$ cat src/sv/csd3_pkg.sv
`timescale 1ns / 1ps
// Shared types, constants and saturation helpers for the 3D smooth-damp block.
package csd3_pkg;

   localparam int NumLanes = 3;

   localparam logic [1:0] REG_SMOOTH_TIME = 2'd0;
   localparam logic [1:0] REG_MAX_SPEED   = 2'd1;
   localparam logic [1:0] REG_DELTA_TIME  = 2'd2;

   localparam logic [30:0] ST_MIN = 31'd7;
   localparam logic [14:0] C_048  = 15'd31457;
   localparam logic [13:0] C_0235 = 14'd15401;
   localparam logic [16:0] Q_ONE  = 17'd65536;

   localparam logic signed [47:0] WIDE_MAX = 48'sh7FFF_FFFF_FFFF;
   localparam logic signed [49:0] WIDE_MAX_X = 50'sh0_7FFF_FFFF_FFFF;

   typedef logic signed [47:0] wide_type;

   typedef enum logic [2:0] {
      CMD_NONE,
      CMD_LOAD,
      CMD_SQ,
      CMD_CLAMP,
      CMD_UPD,
      CMD_COMMIT
   } lane_cmd_type;

   typedef struct packed {
      lane_cmd_type cmd;
      logic         k;
      logic         snap;
      logic [30:0]  omega;
      logic [16:0]  dt;
      logic [16:0]  decay;
      logic [29:0]  r;
   } lane_ctl_type;

   typedef struct packed {
      logic               idle;
      logic               big;
      logic [61:0]        sq;
      wide_type           pos;
      wide_type           vn;
      logic signed [83:0] dot;
   } lane_sts_type;

   typedef struct packed {
      logic       start;
      logic       is_sqrt;
      logic [6:0] count;
   } ds_ctl_type;

   function automatic wide_type sat_wide(input logic signed [49:0] a);
      wide_type res;
      if (a > WIDE_MAX_X) begin
         res = WIDE_MAX;
      end else if (a < -WIDE_MAX_X) begin
         res = -WIDE_MAX;
      end else begin
         res = a[47:0];
      end
      return res;
   endfunction

   function automatic logic signed [31:0] sat_32(input wide_type a);
      logic signed [31:0] res;
      if (a > 48'sh0000_7FFF_FFFF) begin
         res = 32'sh7FFF_FFFF;
      end else if (a < -48'sh0000_8000_0000) begin
         res = 32'sh8000_0000;
      end else begin
         res = a[31:0];
      end
      return res;
   endfunction

   // magnitude of a value held to +-(2^47 - 1)
   function automatic logic [47:0] abs_wide(input wide_type a);
      wide_type n;
      n = -a;
      return a[47] ? n : a;
   endfunction

endpackage

$ cat src/sv/csd3_dsu.sv
`timescale 1ns / 1ps
// Shared bit-serial restoring divider and digit-by-digit square root.
module csd3_dsu (
   input  logic                  clock,
   input  logic                  reset,
   input  csd3_pkg::ds_ctl_type  ctl,
   input  logic [75:0]           num,
   input  logic [39:0]           divisor,
   output logic                  busy,
   output logic [33:0]           quot
);
   import csd3_pkg::*;

   logic        busy_ff;
   logic        sqrt_ff;
   logic [6:0]  cnt_ff;
   logic [75:0] num_ff;
   logic [39:0] div_ff;
   logic [40:0] rem_ff;
   logic [33:0] quo_ff;

   logic [40:0] trial_in;
   logic [40:0] cand_in;
   logic        ge_in;

   always_comb begin
      if (sqrt_ff) begin
         trial_in = {rem_ff[38:0], num_ff[75:74]};
         cand_in  = 41'({quo_ff[31:0], 2'b01});
      end else begin
         trial_in = {rem_ff[39:0], num_ff[75]};
         cand_in  = {1'b0, div_ff};
      end
      ge_in = (trial_in >= cand_in);
   end

   always_ff @(posedge clock) begin
      if (reset) begin
         busy_ff <= 1'b0;
      end else if (ctl.start) begin
         busy_ff <= 1'b1;
         sqrt_ff <= ctl.is_sqrt;
         cnt_ff  <= ctl.count;
         num_ff  <= num;
         div_ff  <= divisor;
         rem_ff  <= '0;
         quo_ff  <= '0;
      end else if (busy_ff) begin
         rem_ff <= ge_in ? (trial_in - cand_in) : trial_in;
         quo_ff <= {quo_ff[32:0], ge_in};
         num_ff <= sqrt_ff ? {num_ff[73:0], 2'b00} : {num_ff[74:0], 1'b0};
         cnt_ff <= cnt_ff - 7'd1;
         if (cnt_ff == 7'd1) begin
            busy_ff <= 1'b0;
         end
      end
   end

   assign busy = busy_ff;
   assign quot = quo_ff;

endmodule

$ cat config.mk
export PLATFORM = sky130hd
export DESIGN_NAME = csd3_dsu
export DESIGN_NICKNAME = d
export VERILOG_FILES = /design/src/sv/csd3_pkg.sv /design/src/sv/csd3_dsu.sv
export SDC_FILE = /design/constraint.sdc
export NUM_CORES = 1
export LEC_CHECK = 0
export BUFFER_PORTS_ARGS = -buffer_cell sky130_fd_sc_hd__buf_2
export CORE_MARGIN = 2
export CORE_UTILIZATION = 30
export CTS_CLUSTER_SIZE = 12
export DETAILED_ROUTE_END_ITERATION = 6
export PLACE_DENSITY = 0.5
export SLEW_MARGIN = 20
export SYNTH_ARGS = -nofsm -noshare
export SYNTH_HDL_FRONTEND = slang
export SYNTH_SLANG_ARGS = --single-unit
$ cat constraint.sdc
create_clock -name clock -period 21.3 [get_ports clock]
set_input_delay 1.065 -clock clock [delete_from_list [all_inputs] [get_ports clock]]
set_output_delay 1.065 -clock clock [all_outputs]
set_load 0.02 [all_outputs]
==> impl_metrics.toml <==
[run_status]
status = "finished clean"

[worst_setup_path]
cp_data_arrival_time_ns = 5.84
start_kind = "register"
worstPathRequired_ns = 21.61
path_class = "register to register"
critPathCaptureType = "register"
worst-path-max-fanout = 156

[logic_synthesis]
ys_async_sr_fraction_pct = 0
yosys_warnings = 0
syn_area_sq_um = 11500
synthesis.instances = 1044
ys_types = 61
postSynthNetCount = 1214
yosysSeqAreaShare_pct = 51.7
synth-seq-cells = 199
syn_avg_cell_area_sq_um = 11.1
synth_top_flop_cell = "edfxtp_1"
yosysTopAreaCell = "edfxtp_1"
synth_edf_count = 198
yosysTopAreaCellShare_pct = 51.5
synth.area.top_cells = "edfxtp_1 (52%), mux2i_1 (9.8%), o21ai_0 (4.6%)"

[clock_network]
cts_sinks = 199
clk_latency_ns = 0.46
cts_tree = "done"
cts_root_buffer = "clkbuf_16"
htree_levels = 4
ctsLongestPathBuffers = 2
numCtsBuffers = 17
postCtsHoldBufs = 0
clkTransAtPathRegs_ns = 0.08
cts_repair_resize_count = 0
post_cts_buffers = 0

[timing]
max_slew.worst_pin.slew_ns = 1.14
max_freq_mhz = 181
tns_ns = 0
hold_viol_final = 0
setup_viol = 0
period_share_pct = 26.0
slew_violations = 0
fin_ws_ns = 15.77
skew_ns = 0.0119
rsz0062_at_grt = "false"
fin_crit_ns = 5.53
relSlewSlack_pct = 24.3

[placement]
dp_hpwl_um = 18500
gp_congestion = 0.794
place_ws_ns = 15.72
port_buffers = 161

[global_route]
grt.overflow.total = 0
grt_pass1_vias = 8236
grt_pass1_wl_um = 44800
track_usage_pct = 13.9
antenna_found_initial = 0
grt_max_degree = 157

[die]
start_util_pct = 30.6
core_area_sq_um = 37800
fp.dieH_um = 200
fp-row-count = 71
die_width_um = 200
ios = 162
die_area_sq_um = 40100

[routing]
vias_per_cell = 4.83
ant_nets = 0
vias = 8189
remaining_drc_errors = 0
wl_met3_um = 973
drt-total-wl_um = 27600
routed.top_layer = "met4"
wl_met1_um = 13900
drt_iter0_drc = 506
detail_route.wl_per_cell_um = 16.3
firstDrtPassIters = 4
met2WireLength_um = 12400

[layout]
drive_gt1_share_pct = 21.2
n_fill_cell = 3854
areaGrowthSynthToFinish_pct = 16.0
nets = 1340

[pwr]
p_int_uw = 791
p_sw_share_pct = 34.0
p_comb_share_pct = 31.7
pwr-share-seq_pct = 41.6
clock_power_share_pct = 26.7
irDropWorstVdd_mv = 0.0576
netSwitchingPower_uw = 408
power_density_nw_per_um2 = 89.6
power.leakage_uw = 0.00525

[job]
max_cap_viol_count = 0

[min_path]
min_path_type = "register to register"
critical path, stage by stage, from the launching register on:
cell,delay (ns)
edfxtp_1,0.38
buf_12,0.65
mux2_2,0.43
ha_1,0.37
o211ai_1,0.10
a21o_1,0.19
a211oi_1,0.45
a311oi_2,0.27
a211oi_1,0.36
o21a_1,0.84
buf_4,0.45
inv_4,0.20
o41a_1,0.44
nor2_1,0.10
layout by cell type, fill, tap and decap left out, drive strengths merged, types with 5 or more instances in the layout:
| cell | netlist | layout |
|---|---|---|
| edfxtp | 198 | 198 |
| buf | 19 | 169 |
| nand2 | 140 | 140 |
| mux2i | 113 | 113 |
| o21ai | 107 | 107 |
| a21oi | 57 | 57 |
| nor2 | 53 | 53 |
| ha | 42 | 42 |
| mux2 | 40 | 40 |
| nor2b | 38 | 38 |
| xnor2 | 24 | 24 |
| inv | 16 | 22 |
| clkbuf | 43 | 17 |
| nand2b | 15 | 15 |
| a211oi | 15 | 15 |
| nand4 | 14 | 14 |
| xor2 | 12 | 12 |
| nor3 | 10 | 10 |
| a21o | 10 | 10 |
| nand3 | 10 | 10 |
| clkinv | 0 | 7 |
| o21a | 5 | 5 |
| and2 | 5 | 5 |
| and3 | 5 | 5 |
| o21bai | 5 | 5 |
layer usage:
layer,GRT usage [%],vias to the layer above
met1,19.6,3903
met3,2.68,16
met4,4.10,0
met2,21.7,157
li1,-,4113
met5,0,-
cell families after synthesis:
logic type	synth area share [%]
muxes	13.7
xor gates and xnor gates	2.73
and+or+nand+nor	12.1
AOI/OAI and AO/OA	12.2
DFF	51.7
buffers and inverters	2.84
adders and majority gates	4.73
cell usage after synthesis, types with 9 or more instances:
cell,count
nor2_1,53
inv_1,15
ha_1,42
mux2i_1,113
nand4_1,14
nand3_1,10
a211oi_1,15
nor2b_1,37
nor3_1,10
o21ai_0,107
nand2_1,140
nand2b_1,15
mux2_2,40
xor2_1,12
xnor2_1,24
edfxtp_1,198
clkbuf_1,43
a21o_1,10
buf_1,9
a21oi_1,57
state kept, by name (all words and copies together), names as in the netlist:
signal,flops
busy,1
num_ff,76
cnt_ff,7
sqrt_ff,1
div_ff,40
quot,34
rem_ff,40
final cells by class:
class,count,area (sq um),share of cell area [%]
flip-flops and latches,199,5970,44.6
multi-input cells,767,5270,39.3
repair buffers,169,885,6.61
well taps,511,639,4.78
clock buffers,17,425,3.18
clock inverters,15,140,1.05
inverters,16,62.6,0.467
diodes,1,2.50,0.0187
stage by stage:
step	cell area [sq um]	util (%)	power [uW]	std cells	hold slack [ns]
finish	13400	35.5	1200	1695	0.582
global route	13400	35.4	1280	1694	0.614
CTS	13400	35.4	1210	1694	0.589
detailed placement	12800	34.0	888	1662	0.567
global placement	12800	34.0	887	1662	0.568
floorplan	11500	-	804	1044	0.535
power by group through the flow:
stage | Clock (uW) | Sequential (uW) | Combinational [uW]
3_3_place_gp | 0 | 508 | 379
3_5_place_dp | 0 | 508 | 380
6_report | 320 | 499 | 380
4_1_cts | 332 | 500 | 382
5_1_grt | 345 | 504 | 429
2_1_floorplan | 0 | 511 | 293
worst paths after layout:
path         startpoint         end  slack (ns)  cells past startpoint
max             sqrt_ff  rem_ff[28]       15.77                     13
min reg2reg    quot[26]    quot[27]        0.58                      1
min            quot[26]    quot[27]        0.58                      1
max reg2reg     sqrt_ff  rem_ff[28]       15.77                     13
Power figures use the tool's default switching activity.
